--- src/design/ncc_pkg.sv ---
`default_nettype none

package ncc_pkg;

   // Field widths of the request and response
   localparam int FIELD_W     = 16;
   localparam int IN_COORDS   = 4;
   localparam int SLOT_W      = 4;
   localparam int DIST_W      = 34;
   localparam int NCENT_W     = 5;
   localparam int NDIMS_W     = 3;
   localparam int DCNT_W      = 4;

   // Parameter defaults
   localparam int DEF_MAX_CENTERS = 16;
   localparam int DEF_MAX_DIMS    = 4;
   localparam int DEF_COORD_BITS  = 16;

   // Register file
   localparam int CSR_IDX_W  = 1;
   localparam int CSR_DATA_W = 5;
   localparam logic [CSR_IDX_W-1:0] CSR_NUM_CENTERS = 1'b0;
   localparam logic [CSR_IDX_W-1:0] CSR_DIMS        = 1'b1;

   // Request function codes
   localparam logic FUNC_LOAD     = 1'b0;
   localparam logic FUNC_CLASSIFY = 1'b1;

   typedef struct packed {
      logic                      func;
      logic [SLOT_W-1:0]         center_slot;
      logic signed [FIELD_W-1:0] coord_a;
      logic signed [FIELD_W-1:0] coord_b;
      logic signed [FIELD_W-1:0] coord_c;
      logic signed [FIELD_W-1:0] coord_d;
   } req_type;

   typedef struct packed {
      logic [SLOT_W-1:0] nearest_slot;
      logic [DIST_W-1:0] best_dist_sq;
   } rsp_type;

   // Tag that travels alongside one center through the distance pipeline
   typedef struct packed {
      logic vld;
      logic last;
   } dist_tag_type;

   // Width of a full squared distance: one square per lane plus growth of the sum
   function automatic int sum_width(input int dims, input int coord_bits);
      return 2 * coord_bits + 1 + $clog2(dims);
   endfunction

endpackage

`default_nettype wire

--- src/design/ncc_dist_unit.sv ---
`default_nettype none

module ncc_dist_unit import ncc_pkg::*; #(
   parameter int MAX_DIMS   = DEF_MAX_DIMS,
   parameter int COORD_BITS = DEF_COORD_BITS
) (
   input  wire logic                               clock,
   input  wire logic                               reset,
   input  wire dist_tag_type                       in_tag,
   input  wire logic [MAX_DIMS*COORD_BITS-1:0]     point,
   input  wire logic [MAX_DIMS*COORD_BITS-1:0]     center,
   input  wire logic                               center_ok,
   input  wire logic [MAX_DIMS-1:0]                lane_en,
   output dist_tag_type                            out_tag,
   output logic [sum_width(MAX_DIMS, COORD_BITS)-1:0] out_sum
);

   localparam int SQ_W  = 2 * COORD_BITS + 1;
   localparam int SUM_W = sum_width(MAX_DIMS, COORD_BITS);

   logic [SQ_W-1:0]  sq_ff [MAX_DIMS];
   dist_tag_type     tag_sq_ff;
   dist_tag_type     tag_sum_ff;
   logic [SUM_W-1:0] sum_in;
   logic [SUM_W-1:0] sum_ff;

   // One square per lane; an entry never written reads as zero
   for (genvar d = 0; d < MAX_DIMS; d++) begin : g_lane
      logic signed [COORD_BITS-1:0]   pt_c;
      logic signed [COORD_BITS-1:0]   ct_c;
      logic signed [COORD_BITS:0]     diff;
      logic signed [2*COORD_BITS+1:0] prod;

      assign pt_c = point[d*COORD_BITS +: COORD_BITS];
      assign ct_c = center_ok ? center[d*COORD_BITS +: COORD_BITS] : '0;
      assign diff = (COORD_BITS+1)'(pt_c) - (COORD_BITS+1)'(ct_c);
      assign prod = (2*COORD_BITS+2)'(diff) * (2*COORD_BITS+2)'(diff);

      always_ff @(posedge clock) begin
         sq_ff[d] <= lane_en[d] ? prod[SQ_W-1:0] : '0;
      end
   end

   always_comb begin
      sum_in = '0;
      for (int d = 0; d < MAX_DIMS; d++) begin
         sum_in = sum_in + SUM_W'(sq_ff[d]);
      end
   end

   always_ff @(posedge clock) begin
      sum_ff <= sum_in;
   end

   always_ff @(posedge clock) begin
      if (reset) begin
         tag_sq_ff  <= '0;
         tag_sum_ff <= '0;
      end else begin
         tag_sq_ff  <= in_tag;
         tag_sum_ff <= tag_sq_ff;
      end
   end

   assign out_tag = tag_sum_ff;
   assign out_sum = sum_ff;

endmodule

`default_nettype wire

--- src/design/nearest_center_classifier_unit.sv ---
// Nearest-center classifier.
// Requests arrive on req_valid/req_ready carrying one req_type. A load request
// (func 0) writes the four coordinates into the center entry named by
// center_slot and gives no response; the block stays ready. A classify request
// (func 1) scans the first num_centers entries over the first dims coordinates
// and returns the index of the nearest center and the squared distance on
// rsp_valid/rsp_ready; equal distances keep the lower index.
// The center table sits in one synchronous memory read once per cycle; each
// center goes through memory read, square, sum and compare, and the winner then
// goes to the response register. No new request is taken until that load.
// The response register is separate from the scan, so further requests are
// taken while a response waits; if a second scan finishes before the first
// response is taken, the block holds its result and accepts nothing until the
// receiver takes the earlier one. Reset clears every center to zero (per-entry
// valid flags, no sweep) and sets num_centers to 1 and dims to 4. Registers are
// written on csr_we; the user keeps to idle only, the block does not enforce it.
`default_nettype none

module nearest_center_classifier_unit import ncc_pkg::*; #(
   parameter int MAX_CENTERS = DEF_MAX_CENTERS,
   parameter int MAX_DIMS    = DEF_MAX_DIMS,
   parameter int COORD_BITS  = DEF_COORD_BITS
) (
   input  wire logic                  clock,
   input  wire logic                  reset,
   input  wire logic                  req_valid,
   output logic                       req_ready,
   input  wire req_type               req_data,
   output logic                       rsp_valid,
   input  wire logic                  rsp_ready,
   output rsp_type                    rsp_data,
   input  wire logic                  csr_we,
   input  wire logic [CSR_IDX_W-1:0]  csr_index,
   input  wire logic [CSR_DATA_W-1:0] csr_wdata
);

   localparam int CIDX_W = (MAX_CENTERS > 1) ? $clog2(MAX_CENTERS) : 1;
   localparam int CNT_W  = (CIDX_W + 1 > NCENT_W) ? CIDX_W + 1 : NCENT_W;
   localparam int WORD_W = MAX_DIMS * COORD_BITS;
   localparam int EXT_W  = (COORD_BITS > FIELD_W) ? COORD_BITS : FIELD_W;
   localparam int SUM_W  = sum_width(MAX_DIMS, COORD_BITS);

   typedef enum logic [2:0] {
      S_IDLE = 3'b001,
      S_SCAN = 3'b010,
      S_DONE = 3'b100
   } ctrl_state_type;

   ctrl_state_type state_ff, state_in;

   logic [NCENT_W-1:0] num_centers_ff;
   logic [NDIMS_W-1:0] dims_ff;

   logic                    req_fire;
   logic [FIELD_W-1:0]      in_coord [IN_COORDS];
   logic [WORD_W-1:0]       in_word;
   logic                    slot_in_range;

   logic [WORD_W-1:0]       center_mem [MAX_CENTERS];
   logic                    entry_vld_ff [MAX_CENTERS];
   logic [WORD_W-1:0]       rd_data_ff;
   logic                    rd_ok_ff;
   dist_tag_type            rd_tag_ff;

   logic [WORD_W-1:0]       pt_ff;
   logic [MAX_DIMS-1:0]     lane_en_ff, lane_en_in;
   logic [CIDX_W-1:0]       last_idx_ff, last_idx_in;
   logic [CIDX_W-1:0]       rd_idx_ff;
   logic                    issue_on_ff;

   dist_tag_type            dist_tag;
   logic [SUM_W-1:0]        dist_sum;
   logic [CIDX_W-1:0]       cmp_idx_ff;
   logic [CIDX_W-1:0]       best_idx_ff;
   logic [SUM_W-1:0]        best_sum_ff;

   logic                    rsp_valid_ff;
   rsp_type                 rsp_data_ff;
   logic                    rsp_load;

   assign req_ready = (state_ff == S_IDLE);
   assign req_fire  = req_valid && req_ready;

   // Configuration registers
   always_ff @(posedge clock) begin
      if (reset) begin
         num_centers_ff <= NCENT_W'(1);
         dims_ff        <= NDIMS_W'(4);
      end else if (csr_we) begin
         unique case (csr_index)
            CSR_NUM_CENTERS: num_centers_ff <= csr_wdata[NCENT_W-1:0];
            CSR_DIMS:        dims_ff        <= csr_wdata[NDIMS_W-1:0];
            default:         ;
         endcase
      end
   end

   // Convert the request coordinates to stored width; lanes past the fields are zero
   assign in_coord[0] = req_data.coord_a;
   assign in_coord[1] = req_data.coord_b;
   assign in_coord[2] = req_data.coord_c;
   assign in_coord[3] = req_data.coord_d;

   for (genvar d = 0; d < MAX_DIMS; d++) begin : g_word
      if (d < IN_COORDS) begin : g_field
         logic signed [EXT_W-1:0] ext;
         assign ext = EXT_W'(signed'(in_coord[d]));
         assign in_word[d*COORD_BITS +: COORD_BITS] = ext[COORD_BITS-1:0];
      end else begin : g_zero
         assign in_word[d*COORD_BITS +: COORD_BITS] = '0;
      end
   end

   assign slot_in_range = (int'(req_data.center_slot) < MAX_CENTERS);

   // Effective search range, clamped to the table
   always_comb begin
      logic [CNT_W-1:0]  k;
      logic [DCNT_W-1:0] nd;
      k = CNT_W'(num_centers_ff);
      if (k == '0) begin
         k = CNT_W'(1);
      end else if (k > CNT_W'(MAX_CENTERS)) begin
         k = CNT_W'(MAX_CENTERS);
      end
      last_idx_in = CIDX_W'(k - CNT_W'(1));
      nd = DCNT_W'(dims_ff);
      if (nd == '0) begin
         nd = DCNT_W'(1);
      end else if (nd > DCNT_W'(MAX_DIMS)) begin
         nd = DCNT_W'(MAX_DIMS);
      end
      for (int d = 0; d < MAX_DIMS; d++) begin
         lane_en_in[d] = (DCNT_W'(d) < nd);
      end
   end

   // Center memory: write on a load request, one registered read per cycle
   always_ff @(posedge clock) begin
      if (req_fire && req_data.func == FUNC_LOAD && slot_in_range) begin
         center_mem[CIDX_W'(req_data.center_slot)] <= in_word;
      end
      rd_data_ff <= center_mem[rd_idx_ff];
      rd_ok_ff   <= entry_vld_ff[rd_idx_ff];
   end

   always_ff @(posedge clock) begin
      if (reset) begin
         for (int c = 0; c < MAX_CENTERS; c++) begin
            entry_vld_ff[c] <= 1'b0;
         end
      end else if (req_fire && req_data.func == FUNC_LOAD && slot_in_range) begin
         entry_vld_ff[CIDX_W'(req_data.center_slot)] <= 1'b1;
      end
   end

   // Capture the point and the search range at acceptance
   always_ff @(posedge clock) begin
      if (req_fire) begin
         pt_ff       <= in_word;
         lane_en_ff  <= lane_en_in;
         last_idx_ff <= last_idx_in;
      end
   end

   // Read issue: one center per cycle
   always_ff @(posedge clock) begin
      if (reset) begin
         issue_on_ff <= 1'b0;
         rd_idx_ff   <= '0;
         rd_tag_ff   <= '0;
      end else begin
         rd_tag_ff.vld  <= issue_on_ff;
         rd_tag_ff.last <= issue_on_ff && (rd_idx_ff == last_idx_ff);
         if (req_fire && req_data.func == FUNC_CLASSIFY) begin
            issue_on_ff <= 1'b1;
            rd_idx_ff   <= '0;
         end else if (issue_on_ff) begin
            if (rd_idx_ff == last_idx_ff) begin
               issue_on_ff <= 1'b0;
            end else begin
               rd_idx_ff <= rd_idx_ff + CIDX_W'(1);
            end
         end
      end
   end

   ncc_dist_unit #(
      .MAX_DIMS   (MAX_DIMS),
      .COORD_BITS (COORD_BITS)
   ) u_dist (
      .clock     (clock),
      .reset     (reset),
      .in_tag    (rd_tag_ff),
      .point     (pt_ff),
      .center    (rd_data_ff),
      .center_ok (rd_ok_ff),
      .lane_en   (lane_en_ff),
      .out_tag   (dist_tag),
      .out_sum   (dist_sum)
   );

   // Running minimum; strict compare keeps the lower index on a tie
   always_ff @(posedge clock) begin
      if (req_fire && req_data.func == FUNC_CLASSIFY) begin
         cmp_idx_ff <= '0;
      end else if (dist_tag.vld) begin
         cmp_idx_ff <= cmp_idx_ff + CIDX_W'(1);
         if (cmp_idx_ff == '0 || dist_sum < best_sum_ff) begin
            best_sum_ff <= dist_sum;
            best_idx_ff <= cmp_idx_ff;
         end
      end
   end

   assign rsp_load = (state_ff == S_DONE) && (!rsp_valid_ff || rsp_ready);

   always_comb begin
      state_in = state_ff;
      unique case (state_ff)
         S_IDLE: begin
            if (req_fire && req_data.func == FUNC_CLASSIFY) begin
               state_in = S_SCAN;
            end
         end
         S_SCAN: begin
            if (dist_tag.vld && dist_tag.last) begin
               state_in = S_DONE;
            end
         end
         S_DONE: begin
            if (rsp_load) begin
               state_in = S_IDLE;
            end
         end
         default: state_in = S_IDLE;
      endcase
   end

   always_ff @(posedge clock) begin
      if (reset) begin
         state_ff     <= S_IDLE;
         rsp_valid_ff <= 1'b0;
      end else begin
         state_ff <= state_in;
         if (rsp_load) begin
            rsp_valid_ff <= 1'b1;
         end else if (rsp_ready) begin
            rsp_valid_ff <= 1'b0;
         end
      end
   end

   always_ff @(posedge clock) begin
      if (rsp_load) begin
         rsp_data_ff.nearest_slot <= SLOT_W'(best_idx_ff);
         rsp_data_ff.best_dist_sq <= DIST_W'(best_sum_ff);
      end
   end

   assign rsp_valid = rsp_valid_ff;
   assign rsp_data  = rsp_data_ff;

   // Distances arrive only while a scan is running
   a_dist_in_scan: assert property (@(posedge clock) disable iff (reset)
      dist_tag.vld |-> (state_ff == S_SCAN))
      else $error("distance result outside a scan");

   // Reads never run past the last center in range
   a_issue_bound: assert property (@(posedge clock) disable iff (reset)
      issue_on_ff |-> (rd_idx_ff <= last_idx_ff))
      else $error("center read beyond search range");

   // The winner lies inside the scanned range
   a_best_bound: assert property (@(posedge clock) disable iff (reset)
      (state_ff == S_DONE) |-> (best_idx_ff <= last_idx_ff))
      else $error("nearest index beyond search range");

   // A new response comes only out of a finished scan
   a_rsp_source: assert property (@(posedge clock) disable iff (reset)
      $rose(rsp_valid_ff) |-> $past(state_ff == S_DONE))
      else $error("response raised without a finished scan");

   // No request is taken while reads are being issued
   a_no_accept_scan: assert property (@(posedge clock) disable iff (reset)
      issue_on_ff |-> !req_ready)
      else $error("request accepted during a scan");

endmodule

`default_nettype wire
--- config.mk ---
export PLATFORM = sky130hd
export DESIGN_NAME = nearest_center_classifier_unit
export DESIGN_NICKNAME = d
export VERILOG_FILES = /design/src/design/ncc_pkg.sv /design/src/design/ncc_dist_unit.sv /design/src/design/nearest_center_classifier_unit.sv
export SDC_FILE = /design/constraint.sdc
export NUM_CORES = 2
export LEC_CHECK = 0
export BUFFER_PORTS_ARGS = -buffer_cell sky130_fd_sc_hd__buf_2
export CORE_UTILIZATION = 65
export CTS_BUF_LIST = sky130_fd_sc_hd__clkbuf_4 sky130_fd_sc_hd__clkbuf_8
export DETAILED_ROUTE_END_ITERATION = 8
export GPL_TIMING_DRIVEN = 0
export PLACE_DENSITY = 0.82
export SLEW_MARGIN = 5
export SYNTH_ARGS = -nofsm -noshare
export SYNTH_HDL_FRONTEND = slang
export SYNTH_SLANG_ARGS = --single-unit
export TNS_END_PERCENT = 10
--- constraint.sdc ---
create_clock -name clock -period 25.7 [get_ports clock]
set_clock_uncertainty 0.1 [all_clocks]
set_input_delay 1.285 -clock clock [delete_from_list [all_inputs] [get_ports clock]]
set_output_delay 1.285 -clock clock [all_outputs]
set_load 0.01 [all_outputs]
[Yosys cells after proc, flatten, opt, wreduce, memory -nomap -nowiden]
Memory sizes are Yosys's and may differ from the RTL's. A register that Yosys moved wholly into a read port is not among the register bits.
Index checks and enable logic that the tools add are counted.
Word-level totals
  register bits: 211
  bits in writable memories: 1172
  input bits: 80
  output and inout bits: 40
  logic and storage cells: 106
  memories kept: 3
Memory list
  center_mem: depth 16, bits a word 64, read ports 1, clocked after Yosys merged registers in 1, write ports 1, RTL line nearest_center_classifier_unit.sv:59  | logic [WORD_W-1:0] center_mem [MAX_CENTERS];
  u_dist.sq_ff: depth 4, bits a word 33, read ports 4, clocked after Yosys merged registers in 0, write ports 4, RTL line ncc_dist_unit.sv:21  | logic [SQ_W-1:0] sq_ff [MAX_DIMS];
  entry_vld_ff: depth 16, bits a word 1, read ports 1, clocked after Yosys merged registers in 1, write ports 16, RTL line nearest_center_classifier_unit.sv:60  | logic entry_vld_ff [MAX_CENTERS];
Cells by class
  add/sub/neg operators: 10
  multipliers: 4
  $lt $le $gt $ge: 7
  eq/ne operators: 7
  multiplexer cells: 30
  bitwise gates (word level): 4
  reductions and logical operators: 20
Operators by type and width (count)
  17-bit by 17-bit multiplier with 33-bit output: 4
  33-bit 2-to-1 mux: 4
  35-bit by 33-bit adder with 35-bit output: 2
  16-bit by 16-bit subtractor with 17-bit output: 4
  16-bit 2-to-1 mux: 4
  35-bit < comparator: 1
  33-bit by 33-bit adder with 34-bit output: 1
  3-bit 2-to-1 mux: 5
  1-bit 2-to-1 mux: 13
  4-bit 2-to-1 mux: 3
  3-bit case mux with 3 select lines: 1
  4-bit by 1-bit adder with 4-bit output (second input constant): 2
  1-bit by 4-bit < comparator with 1-bit output (first input constant): 2
  2-bit by 4-bit < comparator with 1-bit output (first input constant): 2
  1-bit logical AND: 6
  2-bit AND reduction: 3
  3-bit AND reduction: 2
  5-bit greater-than comparator (second input constant): 1
  5-bit logical NOT: 1
  4-bit == test: 1
  4-bit logical NOT: 1
  2-bit != test (second input constant): 2
  1-bit inverter: 4
  4-bit by 1-bit subtractor with 4-bit output (second input constant): 1
  other kinds (11): 12

[Longest topological paths before layout]
  depth in word-level cells: 8
  gate-level depth with buffers: 38
  mapped depth without buffers: 36

[Cells and area by module]
From an unflattened synthesis, not the netlist that was laid out.
Unflattened totals
  cells, all modules: 7134
  area total of the unflattened synthesis: 94429.3 sq um
By module, submodules not included
  ncc_dist_unit: instances 1, cells each 5166, area each 47643.2 sq um, seq. area each 3343.2 sq um
  nearest_center_classifier_unit: instances 1, cells each 1968, area each 46786.1 sq um, seq. area each 37305.8 sq um

[Worst setup path before layout]
Ideal clock, no wire load.
  path kind: flip-flop to flip-flop
  start: reg rd_ok_ff (read register of entry_vld_ff)
  end: mem u_dist.sq_ff[0][32] in the netlist's numbering
  library setup time: 0.079 ns
  arrival time: 8.198 ns
  required time: 25.521 ns
  slack: 17.323 ns
  stages on the path, launching flop included: 34
  buffers on the path: 3
  clock period less this slack: 8.377 ns
  path through: dfxtp_1 -> clkbuf_1 -> clkbuf_1 -> nand2_1 -> fa_1 -> a21o_1 -> a21oi_1 -> o21ai_0 -> nor2b_1 -> a221oi_2 -> a21oi_2 -> a211o_1 -> o21ai_2 -> inv_4 -> buf_6 -> nor2_1 -> fa_1 -> fa_1 -> inv_1 -> fa_1 -> inv_1 -> fa_1 -> fa_1 -> inv_1 -> fa_1 -> inv_1 -> ha_1 -> nand4_1 -> o31a_1 -> o211a_1 -> o311ai_0 -> o31a_1 -> nand4b_1 -> o211ai_1
RTL lines
  start: declaration: RTL line nearest_center_classifier_unit.sv:62  | logic rd_ok_ff;
  end: declaration: RTL line ncc_dist_unit.sv:21

==> results.cfg <==
[run_status]
status = finished, final reports clean

[finish]
layout_common_cells = inv_1, edfxtp_1, fa_1
layout.cells.non_filler = 9855
syn_to_final_growth_pct = 9.52
final_common_cell = inv_1
nets = 9387
fillers = 9237
layout-drive-gt1-share = 0.131

[drt]
drc = 0
first_pass_iters = 7
routed_wl_um = 255000
first_iter_violations = 6464
num_vias = 59921
post_drt_wl_per_cell_um = 25.8
detail-route-antenna-nets = 0
via_per_inst = 6.08

[clock_tree]
clock-sinks = 1444
clk_latency_ns = 0.99
h-tree-depth = 4
cts-resized-gates = 0
cts_tree = built
ctsHoldBuffers = 0
path_clk_slew_ns = 0.06
cts_root_buf = clkbuf_8
clockBufferDepth = 3
cts_setup_buffers = 0
cts_buffers = 217

[yosys]
synth_top_area_cell = edfxtp_1
synth_ff_type = edfxtp_1
yosysUniqueCellTypes = 101
ys_seq_elements = 1444
yosysWarnings = 0
syn_area_um2 = 95200
synth_edf_count = 1173
synth_async_sr_flop_share = 0
seq_area_frac_synth = 0.427
synth.avg_cell_area_um2 = 13.0
synth_top_area_frac = 0.370
postSynthCellCount = 7327
synth_area_leaders = edfxtp_1, fa_1, mux4_2

[worst_setup_path]
worst_path_max_delay_cell = xor2_1
startpoint = rd_ok_ff
cp_slowest_stage_delay_ns = 1.00
arrival_ns = 12.87
r2r_start = rd_ok_ff
cp_max_fo = 10
crit_path_end_kind = flop
startpoint_type = flop
cp.required_ns = 26.37
crit_type = flop to flop

[timing]
slew_violations = 0
hold_viol = 0
tightestPinTransition_ns = 1.42
relSlewSlack = 0.0565
setup-tns-final_ns = 0
finalSetupViolations = 0
fmax_ghz = 0.0820
post-route-period-util = 0.475
fin_crit_ns = 12.20
rsz0062_at_grt = false

[placement]
place_congestion = 0.991
dp.cells = 9429
dp_hpwl_um = 187000
port_buffers = 116

[global_routing]
antenna_found_initial = 22
gr-total-overflow = 0
grt_max_degree = 47
grtUsageTotal = 0.356
first_global_vias = 63818
grt_pass1_wl_um = 384000

[floorplanning]
ioPinCount = 120
die_y_um = 385
core_area_um2 = 146000
rows = 140
start_util = 0.654
die_width_um = 385
die_area_um2 = 148000

[worst_hold_path]
worstHoldStart = u_dist.out_sum[0]
hold_class = flop to flop

[run]
drv_cap = 0
## cell usage after synthesis (8+ instances only)
cell and instances:
clkbuf_1 149, a211oi_1 20, a21oi_1 194, xor2_1 99, edfxtp_1 1173, nand4_1 23, dfxtp_1 271, o21a_1 29
xnor2_1 147, nand2_1 470, nor2b_1 53, fa_1 1093, ha_1 483, mux4_2 325, and3_1 26, o211ai_1 12
nand3_1 48, and2_1 99, a31oi_1 18, o31a_1 10, buf_1 23, inv_2 9, or3_1 8, clkinv_1 12
nor3b_1 17, nor2_1 489, or2_2 17, a21o_1 112, nor3_1 50, nand2b_1 54, inv_1 1482, mux2i_1 12
o21ai_1 8, buf_2 22, o21bai_1 21, o21ai_0 87, o31ai_1 14
## worst paths after layout
path / slack (ns) / cells after the start / endpoint
max: 13.50 / 34 / u_dist.sq_ff[2][31]
min: 0.29 / 0 / best_sum_ff[0]
max reg2reg: 13.50 / 34 / u_dist.sq_ff[2][31]
min reg2reg: 0.29 / 0 / best_sum_ff[0]
## through the flow
stage          hold slack (ns)  worst slack (ns)  instance area, µm²  utilization
2_1_floorplan            0.300             17.32               95200            -
3_3_place_gp             0.302             11.18               98200        0.674
3_5_place_dp             0.306             14.15               99400        0.683
4_1_cts                  0.291             13.91              104000        0.716
5_1_grt                  0.311             13.26              104000        0.716
6_report                 0.293             13.50              104000        0.716
## cells by family (layout without fill, tap and decap cells)
kind of cell / Yosys count / count (layout) / share of synthesized area
DFF: 1444 / 1444 / 0.427
and+or+nand+nor: 1399 / 1399 / 0.0666
other: 2 / 17 / 0.0000789
muxes: 338 / 338 / 0.0783
AOI/OAI and AO/OA: 616 / 616 / 0.0438
xor gates and xnor gates: 250 / 250 / 0.0233
buffers and inverters: 1702 / 2298 / 0.0676
adders and majority gates: 1576 / 1576 / 0.293
## final cells by class
class                      instances  area [µm²]  share of cell area
multi-input combinational       4182       48300               0.463
sequential                      1444       40600               0.390
inverter                        1504        5650              0.0542
clock buffer                     318        3890              0.0374
tap                             1917        2400              0.0230
timing repair buffer             184        1630              0.0156
clock inverter                    94         923             0.00886
buffer                           198         797             0.00764
antenna                           14        35.0            0.000336
## worst max-delay path: cells and delay by family (launching register included)
kind | cells | cell delay, ns
fa+ha+maj | 8 | 3.85
compound gates | 11 | 2.87
buf+inv | 9 | 2.71
xor+xnor | 2 | 1.24
simple gates | 4 | 0.93
flops | 1 | 0.32
## registers in the layout (all words and copies together) (netlist names), 3 cells and up
register        count
last_idx_ff         4
entry_vld_ff       16
best_sum_ff        35
dims_ff             3
u_dist.sq_ff      128
u_dist.out_sum     35
state_ff            3
lane_en_ff          4
pt_ff              64
cmp_idx_ff          4
rd_data_ff         64
best_idx_ff         4
rd_idx_ff           4
center_mem       1024
rsp_data           38
num_centers_ff      5
## per-layer routing
| layer | part of all wire | wire (µm) | GRT usage |
|---|---|---|---|
| met3 | 0.11 | 27300 | 0.0878 |
| met2 | 0.48 | 122000 | 0.580 |
| met5 | 0.00038 | 98 | 0 |
| met1 | 0.35 | 89100 | 0.436 |
| met4 | 0.066 | 16700 | 0.205 |
Power is left out: the tool's default activity adds up to more than one toggle a clock period on the data nets, which glitch-free logic cannot reach.
